<file path="src/hw/rtl/xcpd_pkg.sv">
package xcpd_pkg;

    localparam int PACKET_BYTES = 13;

    localparam int BYTE_W = 8;
    localparam int POS_W  = 6;
    localparam int BUF_AW = $clog2(PACKET_BYTES);
    localparam int CNT_W  = $clog2(PACKET_BYTES + 1);

    localparam int APB_AW = 3;
    localparam int APB_DW = 32;

    localparam logic [BUF_AW-1:0] LAST_IDX  = BUF_AW'(PACKET_BYTES - 1);
    localparam logic [CNT_W-1:0]  LAST_FILL = CNT_W'(PACKET_BYTES - 1);

    localparam logic [BYTE_W-1:0] START_BYTE_RST = 8'hFF;

    localparam logic KIND_DATA = 1'b0;
    localparam logic KIND_FAIL = 1'b1;

    localparam logic REG_START_BYTE = 1'b0;

endpackage

</file>
<file path="src/hw/rtl/xcpd_ram.sv">
module xcpd_ram #(
    parameter int WIDTH = 8,
    parameter int DEPTH = 16
) (
    input  logic                     i_clk,
    input  logic                     i_we,
    input  logic [$clog2(DEPTH)-1:0] i_waddr,
    input  logic [WIDTH-1:0]         i_wdata,
    input  logic                     i_re,
    input  logic [$clog2(DEPTH)-1:0] i_raddr,
    output logic [WIDTH-1:0]         o_rdata
);

    logic [WIDTH-1:0] r_mem [DEPTH];
    logic [WIDTH-1:0] r_rdata;

    always_ff @(posedge i_clk) begin
        if (i_we) begin
            r_mem[i_waddr] <= i_wdata;
        end
        if (i_re) begin
            r_rdata <= r_mem[i_raddr];
        end
    end

    assign o_rdata = r_rdata;

endmodule

</file>
<file path="src/hw/rtl/xor_checked_packet_deframer_top.sv">
// Channel   Direction  Handshake          Payload
// input     in         i_valid / o_stall  i_rx_byte
// output    out        o_valid / i_stall  o_kind, o_packet_byte, o_byte_position, o_last
// config    in         APB write/read     start_byte at byte address 0
//
// A byte that does not complete a packet leaves the block idle, ready for the next byte.
// A packet that passes the check is presented byte by byte: read, load and present
// run in turn for each byte, and an output stall holds the present step.
// A failed packet first presents its failure event, then searches the buffer for the
// next start byte and moves the bytes from it to the front; a stall holds the event.
// Synchronous active-low reset; the buffer needs no clearing pass.
// o_stall is high while an item is being processed, including while a result waits.
module xor_checked_packet_deframer_top
    import xcpd_pkg::*;
(
    input  logic              i_clk,
    input  logic              i_rst_n,

    input  logic              i_valid,
    output logic              o_stall,
    input  logic [BYTE_W-1:0] i_rx_byte,

    output logic              o_valid,
    input  logic              i_stall,
    output logic              o_kind,
    output logic [BYTE_W-1:0] o_packet_byte,
    output logic [POS_W-1:0]  o_byte_position,
    output logic              o_last,

    input  logic              psel,
    input  logic              penable,
    input  logic              pwrite,
    input  logic [APB_AW-1:0] paddr,
    input  logic [APB_DW-1:0] pwdata,
    output logic [APB_DW-1:0] prdata,
    output logic              pready
);

    typedef enum logic [3:0] {
        ST_IDLE,
        ST_EMIT_RD,
        ST_EMIT_LD,
        ST_EMIT_OUT,
        ST_FAIL_OUT,
        ST_SRCH_RD,
        ST_SRCH_CMP,
        ST_SHIFT_RD,
        ST_SHIFT_WR
    } t_state;

    t_state            r_state, n_state;
    logic [BYTE_W-1:0] r_start_byte;
    logic [CNT_W-1:0]  r_fill, n_fill;
    logic [BYTE_W-1:0] r_xor, n_xor;
    logic [BUF_AW-1:0] r_idx, n_idx;
    logic [BUF_AW-1:0] r_dst, n_dst;

    logic              r_out_valid, n_out_valid;
    logic              r_out_kind, n_out_kind;
    logic [BYTE_W-1:0] r_out_byte, n_out_byte;
    logic [POS_W-1:0]  r_out_pos, n_out_pos;
    logic              r_out_last, n_out_last;

    logic              ram_we;
    logic [BUF_AW-1:0] ram_waddr;
    logic [BYTE_W-1:0] ram_wdata;
    logic              ram_re;
    logic [BUF_AW-1:0] ram_raddr;
    logic [BYTE_W-1:0] ram_rdata;

    logic              in_xfer;
    logic              out_xfer;
    logic              cfg_wr;
    logic [BYTE_W-1:0] acc_xor;

    assign in_xfer  = i_valid && (r_state == ST_IDLE);
    assign out_xfer = r_out_valid && !i_stall;
    assign cfg_wr   = psel && penable && pwrite && (paddr[APB_AW-1] == REG_START_BYTE);
    assign acc_xor  = r_xor ^ i_rx_byte;

    xcpd_ram #(
        .WIDTH (BYTE_W),
        .DEPTH (PACKET_BYTES)
    ) u_buf (
        .i_clk   (i_clk),
        .i_we    (ram_we),
        .i_waddr (ram_waddr),
        .i_wdata (ram_wdata),
        .i_re    (ram_re),
        .i_raddr (ram_raddr),
        .o_rdata (ram_rdata)
    );

    always_comb begin
        n_state     = r_state;
        n_fill      = r_fill;
        n_xor       = r_xor;
        n_idx       = r_idx;
        n_dst       = r_dst;
        n_out_valid = r_out_valid;
        n_out_kind  = r_out_kind;
        n_out_byte  = r_out_byte;
        n_out_pos   = r_out_pos;
        n_out_last  = r_out_last;
        ram_we      = 1'b0;
        ram_waddr   = r_fill[BUF_AW-1:0];
        ram_wdata   = i_rx_byte;
        ram_re      = 1'b0;
        ram_raddr   = r_idx;

        unique case (r_state)
            ST_IDLE: begin
                if (in_xfer && !((r_fill == '0) && (i_rx_byte != r_start_byte))) begin
                    ram_we = 1'b1;
                    n_xor  = acc_xor;
                    n_fill = r_fill + CNT_W'(1);
                    if (r_fill == LAST_FILL) begin
                        if (acc_xor == '0) begin
                            n_idx   = '0;
                            n_state = ST_EMIT_RD;
                        end else begin
                            n_out_valid = 1'b1;
                            n_out_kind  = KIND_FAIL;
                            n_out_byte  = '0;
                            n_out_pos   = '0;
                            n_out_last  = 1'b1;
                            n_state     = ST_FAIL_OUT;
                        end
                    end
                end
            end
            ST_EMIT_RD: begin
                ram_re  = 1'b1;
                n_state = ST_EMIT_LD;
            end
            ST_EMIT_LD: begin
                n_out_valid = 1'b1;
                n_out_kind  = KIND_DATA;
                n_out_byte  = ram_rdata;
                n_out_pos   = POS_W'(r_idx);
                n_out_last  = (r_idx == LAST_IDX);
                n_state     = ST_EMIT_OUT;
            end
            ST_EMIT_OUT: begin
                if (out_xfer) begin
                    n_out_valid = 1'b0;
                    if (r_out_last) begin
                        n_fill  = '0;
                        n_xor   = '0;
                        n_state = ST_IDLE;
                    end else begin
                        n_idx   = r_idx + BUF_AW'(1);
                        n_state = ST_EMIT_RD;
                    end
                end
            end
            ST_FAIL_OUT: begin
                if (out_xfer) begin
                    n_out_valid = 1'b0;
                    n_idx       = BUF_AW'(1);
                    n_state     = ST_SRCH_RD;
                end
            end
            ST_SRCH_RD: begin
                ram_re  = 1'b1;
                n_state = ST_SRCH_CMP;
            end
            ST_SRCH_CMP: begin
                if (ram_rdata == r_start_byte) begin
                    n_dst   = '0;
                    n_xor   = '0;
                    n_state = ST_SHIFT_RD;
                end else if (r_idx == LAST_IDX) begin
                    n_fill  = '0;
                    n_xor   = '0;
                    n_state = ST_IDLE;
                end else begin
                    n_idx   = r_idx + BUF_AW'(1);
                    n_state = ST_SRCH_RD;
                end
            end
            ST_SHIFT_RD: begin
                ram_re  = 1'b1;
                n_state = ST_SHIFT_WR;
            end
            ST_SHIFT_WR: begin
                ram_we    = 1'b1;
                ram_waddr = r_dst;
                ram_wdata = ram_rdata;
                n_xor     = r_xor ^ ram_rdata;
                if (r_idx == LAST_IDX) begin
                    n_fill  = CNT_W'(r_dst) + CNT_W'(1);
                    n_state = ST_IDLE;
                end else begin
                    n_idx   = r_idx + BUF_AW'(1);
                    n_dst   = r_dst + BUF_AW'(1);
                    n_state = ST_SHIFT_RD;
                end
            end
            default: begin
                n_state = ST_IDLE;
            end
        endcase
    end

    always_ff @(posedge i_clk) begin
        if (!i_rst_n) begin
            r_state      <= ST_IDLE;
            r_start_byte <= START_BYTE_RST;
            r_fill       <= '0;
            r_xor        <= '0;
            r_out_valid  <= 1'b0;
        end else begin
            r_state     <= n_state;
            r_fill      <= n_fill;
            r_xor       <= n_xor;
            r_out_valid <= n_out_valid;
            if (cfg_wr) begin
                r_start_byte <= pwdata[BYTE_W-1:0];
            end
        end
        r_idx      <= n_idx;
        r_dst      <= n_dst;
        r_out_kind <= n_out_kind;
        r_out_byte <= n_out_byte;
        r_out_pos  <= n_out_pos;
        r_out_last <= n_out_last;
    end

    assign o_stall         = (r_state != ST_IDLE);
    assign o_valid         = r_out_valid;
    assign o_kind          = r_out_kind;
    assign o_packet_byte   = r_out_byte;
    assign o_byte_position = r_out_pos;
    assign o_last          = r_out_last;

    assign prdata = {{(APB_DW - BYTE_W){1'b0}}, r_start_byte};
    assign pready = 1'b1;

endmodule

</file>
<file path="config.mk">
export PLATFORM = sky130hd
export DESIGN_NAME = xor_checked_packet_deframer_top
export DESIGN_NICKNAME = d
export VERILOG_FILES = /design/src/hw/rtl/xcpd_pkg.sv /design/src/hw/rtl/xcpd_ram.sv /design/src/hw/rtl/xor_checked_packet_deframer_top.sv
export SDC_FILE = /design/constraint.sdc
export NUM_CORES = 1
export LEC_CHECK = 0
export BUFFER_PORTS_ARGS = -buffer_cell sky130_fd_sc_hd__clkbuf_2
export CORE_MARGIN = 2
export CORE_UTILIZATION = 55
export CTS_CLUSTER_DIAMETER = 120
export DETAILED_ROUTE_END_ITERATION = 8
export GPL_ROUTABILITY_DRIVEN = 0
export PLACE_DENSITY = 0.77
export SETUP_SLACK_MARGIN = 0.5
export SYNTH_ARGS = -nofsm -noshare
export SYNTH_HDL_FRONTEND = slang
export SYNTH_SLANG_ARGS = --single-unit
</file>
<file path="constraint.sdc">
create_clock -name i_clk -period 5 [get_ports i_clk]
set_clock_uncertainty 0.1 [all_clocks]
set_input_delay 0 -clock i_clk [delete_from_list [all_inputs] [get_ports i_clk]]
set_output_delay 0 -clock i_clk [all_outputs]
set_load 0.005 [all_outputs]
</file>
* Word-level counts from Yosys, hierarchy flattened
Memories as Yosys holds them, arrays and structs flattened. A register that Yosys moved wholly into a read port is not among the register bits.
Index checks and enable logic that the tools add are counted.
** Word-level totals
- Register bits after elaboration :: 49
- RAM bits :: 104
- Input port bits :: 50
- Output and inout bits :: 51
- Word-level logic and storage cells :: 129
- Memories :: 1
** Memories
- u_buf.r_mem :: words 13, width 8, rd ports 1, clocked after Yosys merged registers in 1, write ports 1, RTL line xcpd_ram.sv:14 : logic [WIDTH-1:0] r_mem [DEPTH];
** Cells by class
- Add/subtract/negate cells :: 3
- Eq/ne operators :: 27
- Multiplexer cells :: 57
- Bitwise gates (word level) :: 3
- Reduce and logical (&&, ||, !) cells :: 27
** Operator list (number)
- $mux W4 :: 21
- $mux W8 :: 9
- $pmux W4 S9 :: 1
- $pmux W8 S4 :: 1
- $ne A2 B2 Y1 const B :: 10
- $pmux W4 S5 :: 1
- $mux W6 :: 3
- $eq A4 B3 Y1 const B :: 4
- $pmux W4 S4 :: 1
- $pmux W8 S2 :: 1
- $xor A8 B8 Y8 :: 2
- $add A4 B1 Y4 const B :: 3
- $eq A4 B4 Y1 const B :: 3
- $mux W3 :: 4
- $pmux W6 S2 :: 1
- $reduce_and A5 Y1 :: 2
- $mux W1 :: 9
- $eq A4 B2 Y1 const B :: 2
- $eq A8 B8 Y1 :: 1
- $logic_not A4 Y1 :: 2
- $logic_not A8 Y1 :: 1
- $ne A2 B1 Y1 const B :: 4
- $ne A8 B8 Y1 :: 1
- $pmux W4 S2 :: 1
- 17 further kinds :: 29

* Logic depth before layout (Yosys ltp)
Gate-level depths: netlist of the first run.
- Depth after elaboration :: 8
- Mapped depth :: 11
- Depth with buffers taken out :: 8

* By module
From an unflattened synthesis of the first run, not the netlist that was laid out.
** Second synthesis, totals
- Cells, all modules :: 557
- Area, all modules :: 7579.8 µm²
** By module, submodules not included
- xcpd_ram :: times used 1, cells an instance 192, area an instance 4319.1 µm², seq. area each 3363.2 µm²
- xor_checked_packet_deframer_top :: times used 1, cells an instance 365, area an instance 3260.6 µm², seq. area each 1161.1 µm²

* Least setup slack after synthesis of the first run
Ideal clock, no wire load.
- Kind :: flip-flop to flip-flop
- Start :: register r_fill[0]
- End :: register r_out_valid (netlist: o_valid)
- Arrival time :: 2.459 ns
- Required time :: 4.837 ns
- Slack :: 2.379 ns
- Cell stages (with the launch flop) :: 7
- Buffers on the path :: 0
- Period minus slack after synthesis :: 2.621 ns
- Path through :: dfxtp_1 inv_1 ha_1 and4_1 o21ai_0 a21boi_0 o221a_2
** Between the ends
- Cells in the longest elaborated chain, start to end :: 6
- Elaborated cells on any way between the ends :: 8
** RTL lines
- start: declaration :: RTL line xor_checked_packet_deframer_top.sv:53 : logic [CNT_W-1:0] r_fill, n_fill;
- start signal: assignment :: RTL line xor_checked_packet_deframer_top.sv:215 : r_fill <= n_fill;
- $logic_not A4 Y1 :: RTL line xor_checked_packet_deframer_top.sv:113 : if (in_xfer && !((r_fill == '0) && (i_rx_byte != r_start_byte))) begin
- $logic_and A1 B1 Y1 :: RTL line xor_checked_packet_deframer_top.sv:113
- $logic_not A1 Y1 :: RTL line xor_checked_packet_deframer_top.sv:113
- $logic_and A1 B1 Y1 :: RTL line xor_checked_packet_deframer_top.sv:113
- $ne A2 B1 Y1 (no line)
- $reduce_and A5 Y1 (no line) *
- end signal: assignment :: RTL line xor_checked_packet_deframer_top.sv:217 : r_out_valid <= n_out_valid;
- end: declaration :: RTL line xor_checked_packet_deframer_top.sv:58 : logic r_out_valid, n_out_valid;
Every way passes the cells marked *; elsewhere a longest branch is shown, timed or not.
A chain may end at the register's enable or synchronous reset.

* Worst setup path after layout of the first run
- Start :: register r_state[1]
- End :: memory u_buf.r_mem[3][7] (enable)
** Between the ends
- Cells in the longest elaborated chain, start to end :: 7
- Elaborated cells on any way between the ends :: 9
** RTL lines
- start: declaration :: RTL line xor_checked_packet_deframer_top.sv:51 : t_state r_state, n_state;
- start signal: assignment :: RTL line xor_checked_packet_deframer_top.sv:214 : r_state <= n_state;
- $logic_not A4 Y1 :: RTL line xor_checked_packet_deframer_top.sv:76, xor_checked_packet_deframer_top.sv:111
- $logic_and A1 B1 Y1 :: RTL line xor_checked_packet_deframer_top.sv:76 : assign in_xfer = i_valid && (r_state == ST_IDLE);
- $logic_and A1 B1 Y1 :: RTL line xor_checked_packet_deframer_top.sv:113
- $mux W1 :: RTL line xor_checked_packet_deframer_top.sv:113
- $pmux W1 S2 :: RTL line xor_checked_packet_deframer_top.sv:111 : unique case (r_state)
- $mux W1 :: RTL line xcpd_ram.sv:18 : if (i_we) begin
- $mux W1 (not written as such) :: RTL line xcpd_ram.sv:19 : r_mem[i_waddr] <= i_wdata;
- end: declaration :: RTL line xcpd_ram.sv:14
Several ways; a longest one is shown, not always the timed one.

==> qor.yml, run 1 <==
floorplan:
  ioPinCount: 101
  die_x_um: 120
  row_count: 42
  die-area_mm2: 0.0144
  core_area_mm2: 0.0132
  fp.dieH_um: 120
  initial_core_util_pct: 56.0
worst_setup_path:
  crit_chain: "nor2_1 -> and3_1 -> nor3_1 -> a31oi_1 -> nor2_1"
  critPathKind: "flop to flop"
  reg2regPathDepth: 5
  r2r_slack_ps: 1760
  crit_required_ps: 4950
  crit_path_end_kind: "flop"
  crit_path_start: "r_state[1]$_SDFFE_PN0P_"
  cp_slowest_cell: "dfxtp_1"
  r2r_end: "u_buf.r_mem[3][7]$_DFFE_PP_"
  crit_buf_inv: 0
  cp_max_fo: 28
  start_kind: "flop"
  crit_arrival_ps: 3190
  regToRegStartpoint: "r_state[1]$_SDFFE_PN0P_"
  cpLargestDelayFamily: "simple AND/OR/NAND/NOR gates"
  crit_top_cell: "nor2_1"
  max_stage_delay_ps: 970
yosys:
  synth_cells: 528
  yosys-top-cells-area: "edfxtp_1 (54%), mux4_2 (9.8%), dfxtp_1 (6.8%)"
  syn-cell-area_mm2: 0.00738
  yosys.area.top_type_share_pct: 54.5
  synth_xor_area_share_pct: 3.32
  ys_types: 62
  synthMuxAreaShare_pct: 9.76
  yosys.area_share.simple_pct: 12.0
  synthFlopType: "edfxtp_1"
  ys_ff_latch: 159
  synth_top_family_by_area: "simple AND/OR/NAND/NOR gates"
  ys_seq_area_share_pct: 61.3
  ys_warn_count: 0
  synth_fa_ha_area_share_pct: 0.847
  synthArstFlopShare_pct: 0
  synth_edf_count: 134
  synth_compound_area_share_pct: 7.69
  yosys.area.top_type: "edfxtp_1"
  synth_area_per_cell_um2: 14.0
final_layout:
  final_cell_mix: "edfxtp_1 (134), nand2_1 (52), clkbuf_2 (47)"
  syn_to_final_growth_pct: 13.8
  fill_cells: 925
  mostFrequentLayoutCell: "edfxtp_1"
  fin_nets: 644
  final_cells: 777
  antenna_cells_inserted: 0
  layout-drive-gt1-share_pct: 20.5
  fin_area_mm2: 0.00840
  multi_input_area_mm2: 0.00258
  final_util_pct: 63.7
  register_area_mm2: 0.00452
pwr:
  ir_worst_vdd_uv: 494
  p_per_area_mw_per_mm2: 515
  cellLeakagePower_nw: 2.98
grt:
  antenna_found_initial: 0
  grt_max_degree: 36
  gr-total-overflow: 0
  grt_pass1_wl_um: 24600
  grt_pass1_vias: 4590
  grtUsageTotal_pct: 22.8
detailed_routing:
  vias: 4656
  drc: 0
  route.antenna.remaining_nets: 0
  drt_iter0_drc: 553
  avgRoutedWirePerCell_um: 20.2
  dr.pass1.iters: 5
  vias_per_cell: 5.99
  drt_wl_total_um: 15700
clock_network:
  cts_root_buf: "clkbuf_16"
  cts_max_path_buffers: 2
  cts_tree: "built"
  cts.clk_slew.worst_paths_ps: 60
  post_cts_buffers: 0
  ctsResizeCount: 0
  cts.sinks: 159
  clk_latency_ps: 430
  cts_buffers: 17
  htree_num_levels: 4
place:
  place_area_mm2: 0.00763
  hpwl_um: 9970
  pre_cts_slack_ps: 1830
  port_buffers: 47
  dp.cells: 726
worst_hold_path:
  whs_endpoint: "o_valid$_SDFFE_PN0P_"
  whs_path_depth: 4
  hp-class: "input pin to flop"
  min_from: "i_stall"
sta:
  fin_ws_ps: 1760
  hold_viol: 0
  slew_viol_final: 0
  tightest_slew_ps: 1020
  finalCritPeriodShare_pct: 64.8
  fin_crit_ps: 3240
  tns_ps: 0
  slew_headroom_pct: 31.6
  rsz0062_at_grt: "false"
  clock.fmax_mhz: 309
  setup_viol: 0
flow_run:
  cap_violations: 0
run_status:
  status: "finished clean"
-- power breakdown --
part,internal (W),switching [W]
registers,0.00163,0.000200
clock network,0.000731,0.000515
logic,0.000587,0.000660
-- cell type report --
cell class	instances	area share, %
sequential	159	53.8
multi-input combinational	329	30.7
timing repair buffer	71	5.54
clock buffer	17	5.06
tap	176	2.62
clock inverter	14	1.70
inverter	11	0.491
-- state kept, by name, summed over array words and instances, names as in the netlist --
register and cells:
r_xor 8, r_start_byte 8, u_buf.r_mem 104, r_dst 4, o_byte_position 4, r_idx 4
o_packet_byte 8, r_state 4, o_last 1, r_fill 4, o_kind 1, u_buf.o_rdata 8
o_valid 1
-- through the flow --
stage          hold slack (ps)  power, W
2_1_floorplan             24.1   0.00279
3_3_place_gp               114   0.00303
3_5_place_dp               120   0.00307
4_1_cts                   4.46   0.00433
5_1_grt                   92.2   0.00451
6_report                  44.5   0.00433
-- how the worst max path moves through the flow --
| stage | end | cells past startpoint |
|---|---|---|
| 2_1_floorplan | o_valid$_SDFFE_PN0P_ | 6 |
| 3_3_place_gp | u_buf.r_mem[3][1]$_DFFE_PP_ | 5 |
| 3_5_place_dp | u_buf.r_mem[3][1]$_DFFE_PP_ | 5 |
| 4_1_cts | u_buf.r_mem[3][7]$_DFFE_PP_ | 5 |
| 5_1_grt | u_buf.r_mem[7][6]$_DFFE_PP_ | 5 |
| 6_report | u_buf.r_mem[3][7]$_DFFE_PP_ | 5 |
-- tightest hold or removal path, cell delays in order --
cell and delay [ps]:
clkbuf_2 70, and2b_1 210, inv_1 70, o221a_2 180
-- cells by family (layout without fill, tap and decap cells) --
family	Yosys count	count (layout)
XOR/XNOR	28	28
buffers and inverters	65	113
other	2	27
AND/OR/NAND/NOR	166	166
AO/OA/AOI/OAI	71	71
adder cells (fa/ha/maj)	5	5
multiplexers	32	32
flip-flops	159	159
-- synth_stat cells (2+ instances only) --
cell type	n
nor3b_1	10
ha_1	5
o211a_1	2
a32o_1	9
nor4_4	4
dfxtp_1	25
and3_1	12
conb_1	2
clkbuf_1	12
and2_1	5
nor2b_1	2
a21oi_1	11
nand2b_1	3
nand2_1	52
inv_1	10
xor2_1	18
o21ai_1	3
buf_2	8
mux4_2	32
edfxtp_1	134
xnor2_1	10
nand4_1	4
and4_1	2
nor2_1	35
o221ai_2	2
buf_4	29
a22oi_1	9
o221ai_1	6
nor3_1	10
a32oi_1	2
and2b_1	3
a211oi_1	3
nand3_1	16
o21ai_0	3
buf_1	4
a31oi_1	5
-- routing by layer --
layer / vias to the layer above / track usage [%] / wire (um)
met2: 225 / 38.2 / 7910
met5: - / 0 / 0
met3: 23 / 6.27 / 1050
met4: 0 / 7.06 / 223
li1: 2095 / - / -
met1: 2313 / 29.2 / 6490
-- timing repair --
action | 4_1_cts | 5_1_grt
setup endpoints to repair | 0 | 0
endpoints found under the hold margin | 16 | 0
hold buffers | 20 | 0
Note: power is estimated with default switching activity, not from simulation.
==> run 2: changes to the inputs <==
==> constraint.sdc (replaced) <==
create_clock -name i_clk -period 3.3 [get_ports i_clk]
set_clock_uncertainty 0.1 [all_clocks]
set_input_delay 0 -clock i_clk [delete_from_list [all_inputs] [get_ports i_clk]]
set_output_delay 0 -clock i_clk [all_outputs]
set_load 0.005 [all_outputs]
==> qor.yml, run 2 (synthesis results as in run 1) <==
run_status:
  status: "finished clean"
sta:
  clock.fmax_mhz: 394  # +28%
  tightest_slew_ps: 836  # -182 ps
  slew_headroom_pct: 44.2  # +13 points
  hold_ws_ps: 41.5  # -3.01 ps
  fin_crit_ps: 2540  # -700 ps
  hold_viol: 0  # unchanged
  setup_viol: 0  # unchanged
  rsz0062_at_grt: "false"
  finalCritPeriodShare_pct: 77.0  # +12 points
  slew_viol_final: 0  # unchanged
  tns_ps: 0  # unchanged
worst_setup_path:
  max_stage_delay_ps: 520  # -450 ps
  crit_arrival_ps: 2500  # -690 ps
  cp_max_fo: 12  # -57%
  crit_chain: "nor2_1 -> nand3_1 -> buf_4 -> nor3_1 -> a41oi_1 -> nor2_2"
  crit_required_ps: 3260  # -1690 ps
  crit_path_end_kind: "flop"
  cp_slowest_cell: "nor2_2"
  start_kind: "flop"
  critPathKind: "flop to flop"
flow_run:
  cap_violations: 0  # unchanged
place:
  hpwl_um: 10500  # +5.4%
  port_buffers: 47  # unchanged
final_layout:
  final_cell_mix: "edfxtp_1 (134), nand2_1 (52), clkbuf_2 (47)"
  fin_nets: 657  # +2.0%
  mostFrequentLayoutCell: "edfxtp_1"
  register_area_mm2: 0.00453  # about the same
  final_util_pct: 64.7  # +0.96 points
  fill_cells: 906  # -2.1%
  syn_to_final_growth_pct: 15.5
  largest_reg_flops: 104  # unchanged
  layout-drive-gt1-share_pct: 24.4  # +3.9 points
  antenna_cells_inserted: 0  # unchanged
  multi_input_area_mm2: 0.00261  # +1.0%
  largest_register: "u_buf.r_mem"
clock_network:
  cts.clk_slew.worst_paths_ps: 60  # about the same
  cts.sinks: 159  # unchanged
  cts_buffers: 17  # unchanged
  htree_num_levels: 4  # unchanged
  cts_max_path_buffers: 2  # unchanged
  cts_root_buf: "clkbuf_16"
  cts_tree: "built"
  clk_latency_ps: 420  # about the same
pwr:
  cellLeakagePower_nw: 3.05  # +2.3%
  p_per_area_mw_per_mm2: 778  # +51%
  ir_worst_vdd_uv: 578  # +17%
detailed_routing:
  avgRoutedWirePerCell_um: 19.9  # -1.2%
  vias_per_cell: 5.99  # about the same
  drt_iter0_drc: 551  # -0.36%
  vias: 4738  # +1.8%
  drt_wl_total_um: 15800  # +0.58%
  drc: 0  # unchanged
  route.antenna.remaining_nets: 0  # unchanged
  dr.pass1.iters: 5  # unchanged
grt:
  grt_pass1_wl_um: 25100  # +1.7%
  gr-total-overflow: 0  # unchanged
  grtUsageTotal_pct: 23.4  # +0.57 points
  grt_max_degree: 36  # unchanged
  grt_pass1_vias: 4690  # +2.2%
  antenna_found_initial: 0  # unchanged
floorplan:
  core_area_mm2: 0.0132  # unchanged
  row_count: 42  # unchanged
  die-area_mm2: 0.0144  # unchanged
  die_x_um: 120  # unchanged
  initial_core_util_pct: 56.0  # unchanged
  fp.dieH_um: 120  # unchanged
  ioPinCount: 101  # unchanged
worst_hold_path:
  hp-class: "input pin to flop"
-- run 2: cell count changes in the layout (fill, tap and decap cells not counted), sizes merged --
cell    delta
buf       +13
bufinv     -1
clkinv     -1
inv        +3
-- run 2: worst paths after layout --
path | from | end | slack, ps | cells after the start
worst max-delay path | r_state[0]$_SDFFE_PN0P_ | u_buf.r_mem[0][0]$_DFFE_PP_ | 760 | 6
worst min-delay path | penable | r_start_byte[3]$_SDFFE_PN1P_ | 40 | 4
worst min register to register | r_fill[3]$_SDFFE_PN0P_ | r_fill[3]$_SDFFE_PN0P_ | 410 | 2
worst max register to register | r_state[0]$_SDFFE_PN0P_ | u_buf.r_mem[0][0]$_DFFE_PP_ | 760 | 6
-- run 2: timing repair --
action	CTS	global route
pin swaps	0	1
endpoints found under the hold margin	16	0
setup buffers	0	1
resized for setup	1	10
hold buffers	20	0
endpoints found under the setup margin	8	80
-- run 2: area by class of cell --
cell class	instances	share of cell area, %
tap	176	2.58
timing repair buffer	84	6.75
multi-input combinational	329	30.6
inverter	11	0.484
clock buffer	17	4.99
clock inverter	15	1.54
sequential	159	53.1
-- run 2: power breakdown --
part           total (W)  internal [W]  switching [W]
Combinational    0.00210      0.000982        0.00112
Sequential       0.00270       0.00248       0.000223
Clock            0.00184       0.00104       0.000792
-- run 2: worst max-delay path, delay by kind of cell (launching register included) --
kind,cells,cell delay [ps]
buffers and inverters,1,270
and+or+nand+nor,4,1190
AOI/OAI and AO/OA,1,160
DFF,1,450
-- run 2: routing by layer --
layer | routed length, um | vias to the layer above | track usage (%) | share of wire (%)
li1 | - | 2127 | - | -
met1 | 6470 | 2379 | 29.1 | 41
met2 | 8030 | 194 | 39.1 | 51
met3 | 846 | 38 | 6.75 | 5.4
met4 | 411 | 0 | 8.90 | 2.6
met5 | 0 | - | 0 | 0
-- run 2: through the flow --
step                cell area [um^2]  worst slack, ps  cells  total power, W
CTS                             8480              520    790         0.00660
global placement                7720              671    738         0.00464
finish                          8530              761    791         0.00664
detailed placement              7720              499    738         0.00473
floorplan                       7480              679    553         0.00423
global route                    8530              530    791         0.00695
